==> config.mk <==
export PLATFORM = sky130hd
export DESIGN_NAME = seven_segment_scan_driver
export DESIGN_NICKNAME = d
export VERILOG_FILES = /design/src/hw/rtl/ssd_pkg.sv /design/src/hw/rtl/ssd_num_conv.sv /design/src/hw/rtl/ssd_exec.sv /design/src/hw/rtl/seven_segment_scan_driver.sv
export SDC_FILE = /design/constraint.sdc
export NUM_CORES = 1
export LEC_CHECK = 0
export BUFFER_PORTS_ARGS = -buffer_cell sky130_fd_sc_hd__buf_2
export CAP_MARGIN = 30
export CORE_ASPECT_RATIO = 1.1
export CORE_UTILIZATION = 36
export DETAILED_ROUTE_END_ITERATION = 8
export PLACE_DENSITY = 0.61
export SKIP_CTS_REPAIR_TIMING = 1
export SYNTH_ARGS = -nofsm -noshare
export SYNTH_HDL_FRONTEND = slang
export SYNTH_SLANG_ARGS = --single-unit
==> constraint.sdc <==
create_clock -name clk_i -period 18.2 [get_ports clk_i]
set_clock_uncertainty 0.15 [all_clocks]
set_input_delay 1.82 -clock clk_i [delete_from_list [all_inputs] [get_ports clk_i]]
set_output_delay 1.82 -clock clk_i [all_outputs]
set_load 0.02 [all_outputs]
==> src/hw/rtl/ssd_pkg.sv <==
`default_nettype none

package ssd_pkg;

  // Number of digit positions on the display
  localparam int unsigned Digits = 4;
  localparam int unsigned PosW   = $clog2(Digits);

  // Item function codes
  localparam logic [1:0] FuncLoad = 2'd0;
  localparam logic [1:0] FuncTick = 2'd1;
  localparam logic [1:0] FuncChar = 2'd2;

  // Configuration register indexes
  localparam logic [1:0] RegApostrophe = 2'd0;
  localparam logic [1:0] RegColon      = 2'd1;
  localparam logic [1:0] RegPoint      = 2'd2;

  // ASCII codes used by the driver
  localparam logic [7:0] AsciiBlank = 8'h00;
  localparam logic [7:0] AsciiZero  = 8'h30;
  localparam logic [7:0] AsciiMinus = 8'h2D;

  // Displayable range of a loaded number
  localparam logic signed [15:0] NumMax = 16'sd9999;
  localparam logic signed [15:0] NumMin = -16'sd999;

  // Segment patterns, bit0 is segment a
  localparam logic [6:0] SegMinus = 7'h40;
  localparam logic [6:0] SegOff   = 7'h00;
  localparam logic [15:0][6:0] HexSeg = {
    7'h71, 7'h79, 7'h5E, 7'h39, 7'h7C, 7'h77, 7'h6F, 7'h7F,
    7'h07, 7'h7D, 7'h6D, 7'h66, 7'h4F, 7'h5B, 7'h06, 7'h3F
  };

  typedef logic [7:0] char_t;
  typedef char_t [Digits-1:0] char_row_t;

  typedef struct packed {
    logic [1:0]        func;
    logic signed [15:0] number;
    logic [7:0]        char_code;
    logic [PosW-1:0]   char_position;
  } ssd_in_t;

  typedef struct packed {
    logic [PosW-1:0] digit_select;
    logic [6:0]      segments;
    logic            point_lit;
    logic            colon_lit;
    logic            apostrophe_lit;
  } ssd_out_t;

  typedef struct packed {
    logic            apostrophe_enable;
    logic            colon_enable;
    logic [PosW-1:0] point_position;
  } ssd_cfg_t;

  // Character to segment pattern: hex digits, minus, everything else off
  function automatic logic [6:0] seg_decode(input char_t c);
    logic [6:0] seg;
    seg = SegOff;
    if (c[7:4] == 4'h3 && c[3:0] <= 4'd9) begin
      seg = HexSeg[c[3:0]];
    end else if (c[7:3] == 5'b01000 && c[2:0] != 3'd0 && c[2:0] <= 3'd6) begin
      seg = HexSeg[4'({1'b0, c[2:0]} + 4'd9)];
    end else if (c == AsciiMinus) begin
      seg = SegMinus;
    end
    return seg;
  endfunction

endpackage

`default_nettype wire

==> src/hw/rtl/ssd_num_conv.sv <==
`default_nettype none

module ssd_num_conv import ssd_pkg::*; (
  input  logic signed [15:0] number_i,
  output char_row_t          chars_o
);

  logic        over;
  logic        neg;
  logic [15:0] mag16;
  logic [13:0] mag;
  logic [29:0] p1, p2, p3;
  logic [9:0]  q1;
  logic [6:0]  q2;
  logic [3:0]  q3;
  logic [13:0] r0;
  logic [9:0]  r1;
  logic [6:0]  r2;

  // Range check and magnitude
  assign over  = (number_i > NumMax) || (number_i < NumMin);
  assign neg   = number_i[15];
  assign mag16 = neg ? 16'(-number_i) : 16'(number_i);
  assign mag   = mag16[13:0];

  // Quotients by 10, 100 and 1000 via reciprocal multiply (exact up to 9999)
  assign p1 = 30'(mag) * 30'd52429;
  assign p2 = 30'(mag) * 30'd5243;
  assign p3 = 30'(mag) * 30'd8389;
  assign q1 = p1[28:19];
  assign q2 = p2[25:19];
  assign q3 = p3[26:23];

  // Remainders give the decimal digits
  assign r0 = mag - (14'(q1) * 14'd10);
  assign r1 = q1 - (10'(q2) * 10'd10);
  assign r2 = q2 - (7'(q3) * 7'd10);

  // Characters with leading blanking and sign; out of range shows all minus
  always_comb begin
    chars_o[0] = AsciiZero | {4'h0, r0[3:0]};
    chars_o[1] = (q1 != '0) ? (AsciiZero | {4'h0, r1[3:0]}) : AsciiBlank;
    chars_o[2] = (q2 != '0) ? (AsciiZero | {4'h0, r2[3:0]}) : AsciiBlank;
    chars_o[3] = (q3 != '0) ? (AsciiZero | {4'h0, q3}) : AsciiBlank;
    if (neg) begin
      chars_o[Digits-1] = AsciiMinus;
    end
    if (over) begin
      chars_o = {Digits{AsciiMinus}};
    end
  end

endmodule

`default_nettype wire

==> src/hw/rtl/ssd_exec.sv <==
`default_nettype none

module ssd_exec import ssd_pkg::*; (
  input  logic     clk_i,
  input  logic     rst_ni,
  input  ssd_cfg_t cfg_i,
  input  logic     item_valid_i,
  input  ssd_in_t  item_i,
  output logic     item_ready_o,
  output logic     out_valid_o,
  input  logic     out_ready_i,
  output ssd_out_t out_data_o
);

  char_row_t       chars_q, chars_d;
  char_row_t       conv_chars;
  logic [PosW-1:0] scan_q, scan_d;
  logic            out_valid_q, out_valid_d;
  ssd_out_t        out_q, out_d;
  logic            is_tick;
  logic            take;
  logic [PosW-1:0] next_pos;

  ssd_num_conv u_conv (
    .number_i (item_i.number),
    .chars_o  (conv_chars)
  );

  // A tick needs room in the result register; other items always go
  assign is_tick      = (item_i.func == FuncTick);
  assign item_ready_o = !is_tick || !out_valid_q || out_ready_i;
  assign take         = item_valid_i && item_ready_o;
  assign next_pos     = scan_q + 1'b1;

  // Item execution: store update, scan advance, result build
  always_comb begin
    chars_d     = chars_q;
    scan_d      = scan_q;
    out_d       = out_q;
    out_valid_d = out_valid_q && !out_ready_i;
    if (take) begin
      unique case (item_i.func)
        FuncLoad: begin
          chars_d = conv_chars;
        end
        FuncChar: begin
          chars_d[item_i.char_position] = item_i.char_code;
        end
        FuncTick: begin
          scan_d               = next_pos;
          out_valid_d          = 1'b1;
          out_d.digit_select   = next_pos;
          out_d.segments       = seg_decode(chars_q[next_pos]);
          out_d.point_lit      = (next_pos == cfg_i.point_position) && (next_pos != '0);
          out_d.colon_lit      = cfg_i.colon_enable;
          out_d.apostrophe_lit = cfg_i.apostrophe_enable;
        end
        default: begin
        end
      endcase
    end
  end

  // Control and character store
  always_ff @(posedge clk_i or negedge rst_ni) begin
    if (!rst_ni) begin
      chars_q     <= '0;
      scan_q      <= '0;
      out_valid_q <= 1'b0;
    end else begin
      chars_q     <= chars_d;
      scan_q      <= scan_d;
      out_valid_q <= out_valid_d;
    end
  end

  // Result payload
  always_ff @(posedge clk_i) begin
    out_q <= out_d;
  end

  assign out_valid_o = out_valid_q;
  assign out_data_o  = out_q;

endmodule

`default_nettype wire

==> src/hw/rtl/seven_segment_scan_driver.sv <==
`default_nettype none

// Path: a tick's result passes the input register, then the result register.
// Loads and character writes take effect for a tick transferred in the next
// cycle.
// Throughput: one item per cycle; the result register only holds the input
// side back when a tick meets a stalled result.
// Reset: scan position 0, all characters blank, valid flags and configuration 0.
module seven_segment_scan_driver import ssd_pkg::*; (
  input  logic       clk_i,
  input  logic       rst_ni,
  input  logic       in_valid_i,
  output logic       in_ready_o,
  input  ssd_in_t    in_data_i,
  output logic       out_valid_o,
  input  logic       out_ready_i,
  output ssd_out_t   out_data_o,
  input  logic       cfg_valid_i,
  output logic       cfg_ready_o,
  input  logic [1:0] cfg_index_i,
  input  logic [1:0] cfg_data_i
);

  ssd_cfg_t cfg_q;
  logic     in_valid_q;
  ssd_in_t  in_q;
  logic     item_ready;

  // Configuration registers, always ready
  assign cfg_ready_o = 1'b1;

  always_ff @(posedge clk_i or negedge rst_ni) begin
    if (!rst_ni) begin
      cfg_q <= '0;
    end else if (cfg_valid_i) begin
      unique case (cfg_index_i)
        RegApostrophe: cfg_q.apostrophe_enable <= cfg_data_i[0];
        RegColon:      cfg_q.colon_enable      <= cfg_data_i[0];
        RegPoint:      cfg_q.point_position    <= cfg_data_i[PosW-1:0];
        default: begin
        end
      endcase
    end
  end

  // Input register
  assign in_ready_o = !in_valid_q || item_ready;

  always_ff @(posedge clk_i or negedge rst_ni) begin
    if (!rst_ni) begin
      in_valid_q <= 1'b0;
    end else if (in_ready_o) begin
      in_valid_q <= in_valid_i;
    end
  end

  always_ff @(posedge clk_i) begin
    if (in_ready_o && in_valid_i) begin
      in_q <= in_data_i;
    end
  end

  ssd_exec u_exec (
    .clk_i        (clk_i),
    .rst_ni       (rst_ni),
    .cfg_i        (cfg_q),
    .item_valid_i (in_valid_q),
    .item_i       (in_q),
    .item_ready_o (item_ready),
    .out_valid_o  (out_valid_o),
    .out_ready_i  (out_ready_i),
    .out_data_o   (out_data_o)
  );

  // Held item is never dropped while the execute side stalls
  a_in_hold: assert property (@(posedge clk_i) disable iff (!rst_ni)
    in_valid_q && !item_ready |=> in_valid_q && $stable(in_q))
    else $error("held input item lost");

  // A new result only follows a tick
  a_tick_only: assert property (@(posedge clk_i) disable iff (!rst_ni)
    $rose(out_valid_o) |-> $past(in_valid_q && in_q.func == FuncTick))
    else $error("result without tick");

  // Position zero never shows the decimal point
  a_no_point_zero: assert property (@(posedge clk_i) disable iff (!rst_ni)
    out_valid_o |-> !(out_data_o.point_lit && out_data_o.digit_select == '0))
    else $error("point lit at position zero");

endmodule

`default_nettype wire
* After elaboration in Yosys (flattened, before gate mapping)
Memories as Yosys holds them, arrays and structs flattened. Cells that the tools add are included.
Storage, ports and cells: word-level logic and storage cells 98, memories 2, ROM bits 224, register bits 80
Memories:
- (name not given) | depth 16, bits a word 7, read ports 1, clocked after Yosys merged registers in 0, wr ports 0, line ssd_pkg.sv:67 | seg = HexSeg[4'({1'b0, c[2:0]} + 4'd9)];
- (name not given) | depth 16, bits a word 7, read ports 1, clocked after Yosys merged registers in 0, wr ports 0, line ssd_pkg.sv:65 | seg = HexSeg[c[3:0]];
Cells by class: $mul 6, reductions and logical operators 29, eq/ne operators 8, $lt $le $gt $ge 9, muxes and demuxes 19, $add $sub $neg 6
Operators by type and width (count):
- 32-bit case mux with 2 select lines | 1
- 7-bit two-way mux | 5
- 32-bit bitwise mux | 1
- 32-bit two-way mux | 1
- 14-bit by 16-bit multiplier with 29-bit output, second input constant | 1
- 14-bit by 14-bit multiplier with 27-bit output, second input constant | 1
- 14-bit by 13-bit multiplier with 26-bit output, second input constant | 1
- 6-bit two-way mux | 4
- 8-bit binary-select mux with 2-bit select | 1
- 8-bit demux with 2-bit select | 1
- 16-bit by 15-bit greater-than comparator with 1-bit output, second input constant | 1
- 16-bit by 11-bit less-than comparator with 1-bit output, second input constant | 1
- 8-bit two-way mux | 2
- 14-bit two-way mux | 1
- 14-bit negation | 1
- 4-bit subtractor | 3
- 4-bit by 5-bit less-than comparator with 1-bit output, second input constant | 2
- 10-bit by 3-bit multiplier with 3-bit output, second input constant | 1
- 2-bit AND reduction | 5
- 10-bit nonzero test | 1
- 8-bit by 6-bit equality test with 1-bit output, second input constant | 1
- 1-bit logical AND | 8
- 7-bit by 3-bit multiplier with 3-bit output, second input constant | 1
- 7-bit nonzero test | 1
- 19 further kinds | 31

* Longest topological paths before layout
Gate-level depths: netlist of the first run.
depth after elaboration 8, depth in mapped cells 32

* Hierarchy
From an unflattened synthesis of the first run, not the netlist that was laid out.
Unflattened totals: cell total of the unflattened synthesis 1371, area, all modules 13257.7 µm²
By module, submodules not included:
- ssd_num_conv | times used 1, area each 9556.7 µm², cells an instance 1071, sequential area each 0.0 µm²
- ssd_exec | times used 1, area each 2637.5 µm², cells an instance 255, sequential area each 1236.2 µm²
- seven_segment_scan_driver | times used 1, area each 1063.5 µm², cells an instance 45, sequential area each 965.9 µm²

* Least setup slack after synthesis of the first run
No wires, ideal clock.
path kind register to register, start point reg in_q[10] (netlist name), end point reg u_exec.chars_q[3] (netlist name), data arrival time 8570 ps, stages on the path, launching flop included 33, setup slack 9398 ps, clock period less this slack 8802 ps, library setup time 83 ps, cells stage by stage edfxtp_1 -> inv_1 -> ha_1 -> or4b_4 -> o21ai_0 -> xor2_1 -> inv_1 -> xnor2_1 -> inv_1 -> fa_1 -> inv_1 -> fa_1 -> inv_1 -> fa_1 -> inv_1 -> fa_1 -> inv_1 -> fa_1 -> inv_1 -> ha_1 -> and4_1 -> o2111ai_1 -> a21boi_0 -> o21ai_0 -> a21oi_1 -> ha_1 -> inv_1 -> fa_1 -> xor2_1 -> xnor2_1 -> xnor2_1 -> o22ai_1 -> o21ai_0
Between the ends: word-level cells in the longest chain between the ends 7
RTL lines:
- start: declaration | line seven_segment_scan_driver.sv:26 | ssd_in_t in_q;
- start signal: assignment | line seven_segment_scan_driver.sv:59 | in_q <= in_data_i;
- 14-bit negation | line ssd_num_conv.sv:23 | assign mag16 = neg ? 16'(-number_i) : 16'(number_i);
- 14-bit two-way mux | line ssd_num_conv.sv:23
- 14-bit by 16-bit multiplier with 29-bit output | line ssd_num_conv.sv:27 | assign p1 = 30'(mag) * 30'd52429;
- 10-bit by 3-bit multiplier with 3-bit output | line ssd_num_conv.sv:35 | assign r0 = mag - (14'(q1) * 14'd10);
- 4-bit subtractor | line ssd_num_conv.sv:35
- 32-bit two-way mux * | line ssd_num_conv.sv:48 | if (over) begin
- 32-bit case mux with 2 select lines * | line ssd_exec.sv:42 | unique case (item_i.func)
- end signal: assignment | line ssd_exec.sv:71 | chars_q <= chars_d;
- end: declaration | line ssd_exec.sv:15 | char_row_t chars_q, chars_d;
Mark *: on every way between the ends. The rest lies on a longest branch, timed or not. A chain may end at the register's enable or synchronous reset.

* Worst setup path in the final report of the first run
Same ends and word-level chain as after synthesis.

==> impl_metrics.csv, run 1 <==
group,metric,value,unit
worst_setup_path,critPathRequiredTime,18300,ps
worst_setup_path,worstPathMaxFanout,14,
global_routing,grt_pass1_vias,9675,
logic_synthesis,synth_edf_count,40,
die,core_area,35300,um^2
finish,drive_gt1_share,9.53,%
route,vias,9459,
route,wl_per_cell,16.8,um
logic_synthesis,synth_area_leaders,"ha_1 26%, fa_1 20%, edfxtp_1 9.3%, inv_1 9.1%, dfrtp_1 7.7%",
sta,worst_pin_slew,931,ps
clocking,cts_sinks,80,
global_routing,grt_pass1_wl,51.3,mm
sta,drv_slew,0,
route,drtIter0Drc,579,
worst_setup_path,critPathBufInv,10,
sta,layout_min_cycle_time,10310,ps
die,die_h,201,um
global_routing,grt_max_degree,41,
job,cap_viol_max_count,0,
logic_synthesis,synth.most_common_cell,"inv_1",
finish,final_nets,1821,
clocking,clk_pin_slew,60,ps
logic_synthesis,synth_top_area_share,26.3,%
logic_synthesis,yosysWarnings,0,
global_routing,grtUsageTotal,17.7,%
sta,rsz0062_at_grt,"false",
logic_synthesis,yosys-top-cells-count,"313 x inv_1, 273 x ha_1, 131 x fa_1",
sta,fin_crit_sh,56.7,%
worst_setup_path,endpoint_kind,"register",
route,wl,31.3,mm
die,initial_core_util,36.7,%
sta,setup_violations,0,
logic_synthesis,ys.flop_type,"edfxtp_1",
logic_synthesis,ys_seq_area_share,17.0,%
place,gp_congestion,0.911,
clocking,tritoncts,"yes",
worst_setup_path,reg2reg_slack,7890,ps
worst_setup_path,critical_path_arrival,10410,ps
route,viasPerCell,5.07,
logic_synthesis,synth_seq_cells,80,
clocking,numCtsBuffers,9,
worst_setup_path,cp_common_cell,"inv_1",
finish,syn_to_final_growth,9.16,%
finish,antenna_cells,0,
global_routing,overflow,0,
place,portBuffers,50,
place,hpwl,26.5,mm
die,die_w,183,um
worst_hold_path,hold_class,"register to register",
die,die-area,36800,um^2
sta,whs,294,ps
finish,utilization,40.1,%
logic_synthesis,ys_types,85,
run_status,status,"finished, final reports clean",
sta,relSlewSlack,37.9,%
route,firstDrtPassIters,5,
worst_setup_path,cp_top_family,"adder cells",
logic_synthesis,async_reset_ff_share,50.0,%
worst_setup_path,cp_slowest_stage_delay,590,ps
sta,final-hold-violation-count,0,
sta,tns,0,ps
logic_synthesis,synth_top_area_cell,"ha_1",
logic_synthesis,synth_fp_nets,1766,
worst_setup_path,path_class,"register to register",
worst_setup_path,startpoint_type,"register",
sta,max_freq,0.0970,GHz
route,route.detailed.drc,0,
global_routing,antenna_found_initial,0,
worst_setup_path,cp_slowest_cell,"xor2_1",
logic_synthesis,postSynthAreaPerCell,9.79,um^2
clocking,ctsRootBufferMaster,"clkbuf_16",
route,final_antenna_net_count,0,
clocking,htreeDepth,3,
die,io_pins,52,
clocking,cts.path.max_buffers,2,
clocking,insertion_delay,340,ps
logic_synthesis,syn_inst,1325,
die,rows,72,
logic_synthesis,synth.cell_area,13000,um^2
[cells in the final DEF (no fill, tap or decap), types with 4 or more instances in the layout]
| cell | instances |
|---|---|
| inv_1 | 313 |
| ha_1 | 273 |
| fa_1 | 131 |
| nand2_1 | 64 |
| o21ai_0 | 56 |
| a21oi_1 | 52 |
| buf_2 | 50 |
| nor2_1 | 42 |
| dfrtp_1 | 40 |
| edfxtp_1 | 40 |
| xnor2_1 | 31 |
| a21o_1 | 19 |
| xor2_1 | 17 |
| nand3_1 | 15 |
| buf_4 | 14 |
| o22ai_1 | 12 |
| or2_2 | 11 |
| nor3_1 | 11 |
| nand2b_1 | 10 |
| o31ai_1 | 10 |
| a211oi_1 | 9 |
| o21a_1 | 9 |
| clkbuf_16 | 9 |
| mux4_2 | 8 |
| nor2b_1 | 8 |
| o211ai_1 | 7 |
| o2111ai_1 | 6 |
| a31oi_1 | 6 |
| mux2_2 | 6 |
| xnor2_2 | 5 |
| or3_1 | 4 |
| nand4_1 | 4 |
| o221ai_1 | 4 |
| o21bai_1 | 4 |
| nand3b_1 | 4 |
| nor4_1 | 4 |
[state kept, by name, indices dropped and copies added, names as in the netlist]
name and count:
cfg_q 4, u_exec.chars_q 32, in_valid_q 1, in_q 28, u_exec.scan_q 2, u_exec.out_data_o 12
u_exec.out_valid_o 1
[layout make-up]
| class | count | area, um^2 |
|---|---|---|
| Timing Repair Buffer | 64 | 355 |
| Tap cell | 481 | 602 |
| Clock buffer | 9 | 225 |
| Sequential cell | 80 | 2200 |
| Clock inverter | 7 | 86.3 |
| Multi-Input combinational cell | 910 | 9500 |
| Fill cell | 3490 | 21100 |
| Inverter | 315 | 1190 |
[layer usage]
metal / share of wire [%] / up-vias / global-route usage, %
met2: 50 / 193 / 31.5
met4: 1.5 / 0 / 3.39
met3: 3.3 / 29 / 1.45
met5: 0 / - / 0
li1: - / 4549 / -
met1: 46 / 4688 / 23.3
[kinds of logic after synthesis]
kind of cell / synth area share, %
buffers and inverters: 9.88
flip-flops: 17.0
other: 0.0289
AO/OA/AOI/OAI: 12.0
multiplexers: 2.06
XOR/XNOR: 4.37
AND/OR/NAND/NOR: 8.16
adder cells (fa/ha/maj): 46.5
[per-stage QoR]
stage	instance area (um^2)	instances	setup WS, ps
detailed placement	13900	1850	7990
global route	14200	1866	7340
floorplan	13000	1325	9400
global placement	13800	1847	8310
CTS	14200	1866	7960
finish	14200	1866	7890
[final timing paths]
path	from	end	cells after the start
max	in_q[10]$_DFFE_PP_	u_exec.chars_q[3]$_DFFE_PN0P_	33
min	cfg_q[3]$_DFFE_PN0P_	u_exec.out_data_o[0]$_DFFE_PP_	0
max reg2reg	in_q[10]$_DFFE_PP_	u_exec.chars_q[3]$_DFFE_PN0P_	33
min reg2reg	cfg_q[3]$_DFFE_PN0P_	u_exec.out_data_o[0]$_DFFE_PP_	0
max in group asynchronous	rst_ni	u_exec.chars_q[30]$_DFFE_PN0P_	1
min in group asynchronous	rst_ni	u_exec.chars_q[15]$_DFFE_PN0P_	1
Power of run 1 is not shown: default switching activity piles up to over one toggle a cycle in this logic, so the estimate is an artifact.
==> run 2, diff against run 1 <==
--- a/config.mk
+++ b/config.mk
@@ -5,6 +5,7 @@
 export SDC_FILE = /design/constraint.sdc
 export NUM_CORES = 1
 export LEC_CHECK = 0
+export ABC_AREA = 1
 export BUFFER_PORTS_ARGS = -buffer_cell sky130_fd_sc_hd__buf_2
 export CAP_MARGIN = 30
 export CORE_ASPECT_RATIO = 1.1
==> constraint.sdc (replaced) <==
create_clock -name clk_i -period 9.97 [get_ports clk_i]
set_clock_uncertainty 0.15 [all_clocks]
set_input_delay 0.997 -clock clk_i [delete_from_list [all_inputs] [get_ports clk_i]]
set_output_delay 0.997 -clock clk_i [all_outputs]
set_load 0.02 [all_outputs]
==> run 2 against run 1 <==
Compared with the run above:
- die area rose by 9.0%
- maximum frequency up 32%
- design area up 8.5%
- utilization fell by 0.18 points
- wire length up 19%
- global-route usage is 1.6 points higher
- setup slack worse by 5700 ps
- cell count is 28% higher
- largest cell class unchanged
==> impl_metrics.csv, run 2 <==
group,metric,value,unit
sta,relSlewSlack,38.3,%
route,wl_per_cell,15.6,um
logic_synthesis,synth.most_common_cell,"inv_1",
global_routing,grtUsageTotal,19.3,%
logic_synthesis,async_reset_ff_share,50.0,%
worst_hold_path,holdPathStages,0,
finish,largest_register_ffs,32,
finish,layout_common_cells,"447 x inv_1, 329 x nand2_1, 273 x ha_1, 143 x nor2_1, 131 x fa_1",
logic_synthesis,postSynthAreaPerCell,7.80,um^2
die,die-area,40100,um^2
finish,final_nets,2319,
worst_setup_path,cp_slowest_stage_delay,550,ps
sta,max_freq,0.128,GHz
die,rows,75,
sta,fin_crit_sh,78.1,%
global_routing,overflow,0,
logic_synthesis,ys_types,48,
route,highest_layer,"met4",
worst_hold_path,hold_class,"register to register",
clocking,insertion_delay,340,ps
global_routing,grt_max_degree,41,
route,final_antenna_net_count,0,
route,vias,11592,
worst_setup_path,critPathRequiredTime,10040,ps
worst_setup_path,cp_common_cell,"inv_1",
die,die_w,191,um
worst_setup_path,startpoint_type,"register",
worst_setup_path,rr_worst_depth,38,
global_routing,grt_pass1_vias,11837,
sta,final-hold-violation-count,0,
place,portBuffers,50,
route,drtIter0Drc,535,
clocking,cts_sinks,80,
worst_setup_path,endpoint_kind,"register",
route,wl_met1,16.9,mm
sta,whs,307,ps
clocking,numCtsBuffers,9,
route,firstDrtPassIters,5,
run_status,status,"finished, final reports clean",
global_routing,grt_pass1_wl,60.9,mm
place,hpwl,32.8,mm
finish,syn_to_final_growth,8.58,%
logic_synthesis,yosys-top-cells-count,"447 x inv_1, 329 x nand2_1, 273 x ha_1",
die,initial_core_util,36.8,%
worst_setup_path,worstPathMaxFanout,12,
logic_synthesis,synth_top_area_share,24.1,%
worst_hold_path,min_to,"u_exec.out_data_o[1]$_DFFE_PP_",
sta,setup_violations,0,
logic_synthesis,synth.cell_area,14200,um^2
die,die_h,210,um
logic_synthesis,synth_area_leaders,"ha_1 24%, fa_1 19%, inv_1 12%, nand2_1 8.7%, edfxtp_1 8.5%",
clocking,tritoncts,"yes",
clocking,ctsRootBufferMaster,"clkbuf_16",
sta,tns,0,ps
route,wl,37.3,mm
place,dp.cells,2367,
finish,drive_gt1_share,6.59,%
sta,rsz0062_at_grt,"false",
die,core_area,38500,um^2
finish,fillers,4031,
logic_synthesis,syn_inst,1815,
route,met3WireLength,770,um
finish,multi_input_area,10200,um^2
job,cap_viol_max_count,0,
clocking,htreeDepth,3,
sta,drv_slew,0,
die,io_pins,52,
logic_synthesis,synth_edf_count,40,
route,viasPerCell,4.86,
logic_synthesis,synth_seq_cells,80,
sta,worst_slack,2180,ps
logic_synthesis,synth_fp_nets,2256,
clocking,cts.path.max_buffers,2,
worst_setup_path,critical_path_arrival,7850,ps
logic_synthesis,ys.flop_type,"edfxtp_1",
finish,top_register,"u_exec.chars_q",
place,pre_cts_ws,2220,ps
sta,layout_min_cycle_time,7790,ps
finish,antenna_cells,0,
logic_synthesis,yosysWarnings,0,
place,gp_congestion,0.946,
worst_setup_path,cp_slowest_cell,"fa_1",
worst_hold_path,hold_start,"cfg_q[2]$_DFFE_PN0P_",
global_routing,antenna_found_initial,0,
worst_setup_path,path_class,"register to register",
sta,worst_pin_slew,925,ps
route,route.detailed.drc,0,
finish,stdcell_count,2383,
logic_synthesis,ys_seq_area_share,15.6,%
clocking,clk_pin_slew,60,ps
worst_setup_path,reg2reg_from,"in_q[10]$_DFFE_PP_",
logic_synthesis,synth_top_area_cell,"ha_1",
finish,regArea,2200,um^2
worst_setup_path,rr_endpoint,"u_exec.chars_q[3]$_DFFE_PN0P_",
route,wl_met2,19.0,mm
finish,layout_commonest_cell,"inv_1",
worst_setup_path,reg2reg_slack,2180,ps
==> run 2: cell types whose count changed after synthesis, moves of 10 or more <==
| cell | delta |
|---|---|
| a21oi_1 | +32 |
| inv_2 | +10 |
| nor2_1 | +101 |
| nand4_1 | +17 |
| clkbuf_1 | -15 |
| nand2_1 | +265 |
| xnor2_1 | -23 |
| inv_1 | +134 |
| a21o_1 | -10 |
| nand3_1 | +53 |
| o21ai_0 | +17 |
| nand2b_1 | -10 |
==> run 2: cell families after synthesis <==
logic type / share of synthesized area, %
AND/OR/NAND/NOR: 18.3
buffers and inverters: 12.7
adder cells (fa/ha/maj): 42.7
AO/OA/AOI/OAI: 8.59
flip-flops: 15.6
XOR/XNOR: 2.11
other: 0.0265
==> run 2: area by class of cell <==
type                    instances  share of cell area [%]
clock buffers                  10                    1.49
clock inverters                 6                   0.448
repair buffers                 63                    2.39
multi-input cells            1266                    66.1
well taps                     500                    4.07
inverters                     458                    11.2
flip-flops and latches         80                    14.3
==> run 2: worst max path at each step <==
stage / depth (start not counted) / slack, ps / endpoint / start
2_1_floorplan: 38 / 2520 / u_exec.chars_q[11]$_DFFE_PN0P_ / in_q[10]$_DFFE_PP_
3_3_place_gp: 40 / 2300 / u_exec.chars_q[3]$_DFFE_PN0P_ / in_q[10]$_DFFE_PP_
3_5_place_dp: 40 / 2220 / u_exec.chars_q[11]$_DFFE_PN0P_ / in_q[10]$_DFFE_PP_
4_1_cts: 40 / 2190 / u_exec.chars_q[11]$_DFFE_PN0P_ / in_q[10]$_DFFE_PP_
5_1_grt: 40 / 1570 / u_exec.chars_q[3]$_DFFE_PN0P_ / in_q[10]$_DFFE_PP_
6_report: 38 / 2180 / u_exec.chars_q[3]$_DFFE_PN0P_ / in_q[10]$_DFFE_PP_
==> run 2: per-layer routing <==
layer  vias up  GRT usage, %
li1       5840             -
met1      5557          24.9
met2       161          35.1
met3        34          1.30
met4         0          3.70
met5         -             0
==> run 2: worst max-delay path: cells and delay by family, from the launching register on <==
kind | cells | cell delay [ps]
xor+xnor | 2 | 280
compound gates | 2 | 570
simple gates | 13 | 1460
flops | 1 | 350
fa+ha+maj | 8 | 3470
buf+inv | 13 | 1360
==> run 2: metrics by stage <==
step,area [um^2],util [%]
final,15400,39.9
after global routing,15400,39.9
after global placement,15000,39.1
after floorplan,14200,-
after detailed placement,15100,39.2
after CTS,15400,39.9
Power of run 2 is left out for the same reason.
==> run 3, diff against run 2 <==
--- a/config.mk
+++ b/config.mk
@@ -5,7 +5,7 @@
 export SDC_FILE = /design/constraint.sdc
 export NUM_CORES = 1
 export LEC_CHECK = 0
-export ABC_AREA = 1
+export ABC_AREA = 0
 export BUFFER_PORTS_ARGS = -buffer_cell sky130_fd_sc_hd__buf_2
 export CAP_MARGIN = 30
 export CORE_ASPECT_RATIO = 1.1
==> constraint.sdc (replaced) <==
create_clock -name clk_i -period 7.6 [get_ports clk_i]
set_clock_uncertainty 0.15 [all_clocks]
set_input_delay 0.76 -clock clk_i [delete_from_list [all_inputs] [get_ports clk_i]]
set_output_delay 0.76 -clock clk_i [all_outputs]
set_load 0.02 [all_outputs]
==> run 3 against run 2 <==
Compared with the run above:
- maximum frequency up 2.9%
- clock-buffer cell count increased by 1
- setup slack worse by 2100 ps
- utilization rose by 4.2 points
- design area rose by 1.5%
- worst hold slack got worse by 11 ps
- global-route usage is 0.84 points lower
- non-clock buffer count increased by 124
- via count decreased by 15%
- register-to-register slack got worse by 2100 ps
- critical path type unchanged
- highest routed layer unchanged
==> impl_metrics.csv, run 3 (synthesized netlist as in run 1, its figures left out) <==
group,metric,value,unit
global_routing,grt_max_degree,41,
worst_setup_path,rr_endpoint,"u_exec.chars_q[11]$_DFFE_PN0P_",
worst_setup_path,cp_common_cell,"inv_1",
worst_hold_path,holdPathStages,0,
die,die_w,183,um
global_routing,grt_pass1_wl,54.1,mm
sta,final-hold-violation-count,0,
worst_setup_path,path_class,"register to register",
sta,relSlewSlack,30.1,%
worst_hold_path,hold_class,"register to register",
route,vias,9908,
die,die_h,201,um
finish,top_register,"u_exec.chars_q",
clocking,ctsRootBufferMaster,"clkbuf_16",
worst_setup_path,cp_slowest_cell,"fa_1",
worst_setup_path,reg2reg_slack,30,ps
worst_hold_path,min_to,"u_exec.out_data_o[0]$_DFFE_PP_",
die,die-area,36800,um^2
clocking,numCtsBuffers,9,
place,hpwl,28.1,mm
global_routing,grt_pass1_vias,10562,
finish,regArea,2200,um^2
finish,antenna_cells,0,
finish,fillers,3428,
clocking,insertion_delay,340,ps
finish,layout_common_cells,"306 x inv_1, 262 x ha_1, 134 x buf_4, 129 x fa_1, 63 x nand2_1",
sta,worst_pin_slew,1050,ps
worst_setup_path,worstPathMaxFanout,4,
worst_setup_path,startpoint_type,"register",
route,final_antenna_net_count,0,
clocking,tritoncts,"yes",
finish,multi_input_area,9980,um^2
job,cap_viol_max_count,0,
worst_setup_path,rr_worst_depth,32,
route,viasPerCell,4.98,
sta,layout_min_cycle_time,7570,ps
worst_setup_path,critPathRequiredTime,7700,ps
sta,whs,296,ps
route,drtIter0Drc,367,
route,route.detailed.drc,0,
route,wl,32.9,mm
clocking,htreeDepth,3,
clocking,clk_pin_slew,60,ps
sta,fin_crit_sh,99.5,%
global_routing,grtUsageTotal,18.4,%
finish,drive_gt1_share,21.3,%
clocking,cts_sinks,80,
sta,setup_violations,0,
global_routing,overflow,0,
die,core_area,35300,um^2
die,initial_core_util,36.7,%
sta,max_freq,0.132,GHz
clocking,cts.path.max_buffers,2,
die,io_pins,52,
sta,rsz0062_at_grt,"true",
worst_setup_path,critical_path_arrival,7670,ps
finish,final_nets,1944,
sta,drv_slew,0,
route,wl_per_cell,16.5,um
worst_setup_path,reg2reg_from,"in_q[10]$_DFFE_PP_",
finish,largest_register_ffs,32,
finish,syn_to_final_growth,20.2,%
worst_hold_path,hold_start,"cfg_q[3]$_DFFE_PN0P_",
global_routing,antenna_found_initial,0,
worst_setup_path,endpoint_kind,"register",
die,rows,72,
run_status,status,"finished, final reports clean",
finish,layout_commonest_cell,"inv_1",
route,firstDrtPassIters,5,
place,gp_congestion,0.891,
worst_setup_path,cp_slowest_stage_delay,580,ps
place,portBuffers,50,
-- run 3: worst max-delay path by stage --
stage / start / end / slack, ps
2_1_floorplan: in_q[10]$_DFFE_PP_ / u_exec.chars_q[3]$_DFFE_PN0P_ / -90
3_3_place_gp: in_q[13]$_DFFE_PP_ / u_exec.chars_q[11]$_DFFE_PN0P_ / -140
3_5_place_dp: in_q[17]$_DFFE_PP_ / u_exec.chars_q[10]$_DFFE_PN0P_ / -260
4_1_cts: in_q[17]$_DFFE_PP_ / u_exec.chars_q[10]$_DFFE_PN0P_ / -320
5_1_grt: in_q[17]$_DFFE_PP_ / u_exec.chars_q[3]$_DFFE_PN0P_ / -320
6_report: in_q[10]$_DFFE_PP_ / u_exec.chars_q[11]$_DFFE_PN0P_ / 30
-- run 3: worst max-delay path, delay by kind of cell (launching register included) --
| family | cells | cell delay (ps) |
|---|---|---|
| AOI/OAI and AO/OA | 5 | 960 |
| xor gates and xnor gates | 5 | 890 |
| adders and majority gates | 9 | 3440 |
| buffers and inverters | 11 | 870 |
| DFF | 1 | 470 |
| and+or+nand+nor | 2 | 700 |
-- run 3: layout make-up --
type	instances	area share (%)
inverters	315	7.68
flip-flops and latches	80	14.1
well taps	481	3.86
clock inverters	5	0.409
multi-input cells	910	64.0
repair buffers	187	8.33
clock buffers	11	1.63
-- run 3: metrics by stage --
stage,setup slack [ps],setup TNS [ps],util (%),cell area [um^2],cells
2_1_floorplan,-87.0,-133,-,13200,1325
3_3_place_gp,-142,-736,42.1,14900,1962
3_5_place_dp,-256,-1400,42.1,14900,1963
4_1_cts,-316,-1850,43.0,15200,1979
5_1_grt,-324,-1210,44.2,15600,1989
6_report,34.9,0,44.2,15600,1989
-- run 3: layer usage --
| layer | track usage [%] | wire [um] | part of all wire [%] |
|---|---|---|---|
| met5 | 0 | 0 | 0 |
| met4 | 3.39 | 581 | 1.8 |
| met3 | 1.63 | 995 | 3.0 |
| met2 | 33.2 | 16400 | 50 |
| met1 | 24.0 | 14900 | 45 |
Power of run 3 is left out for the same reason.
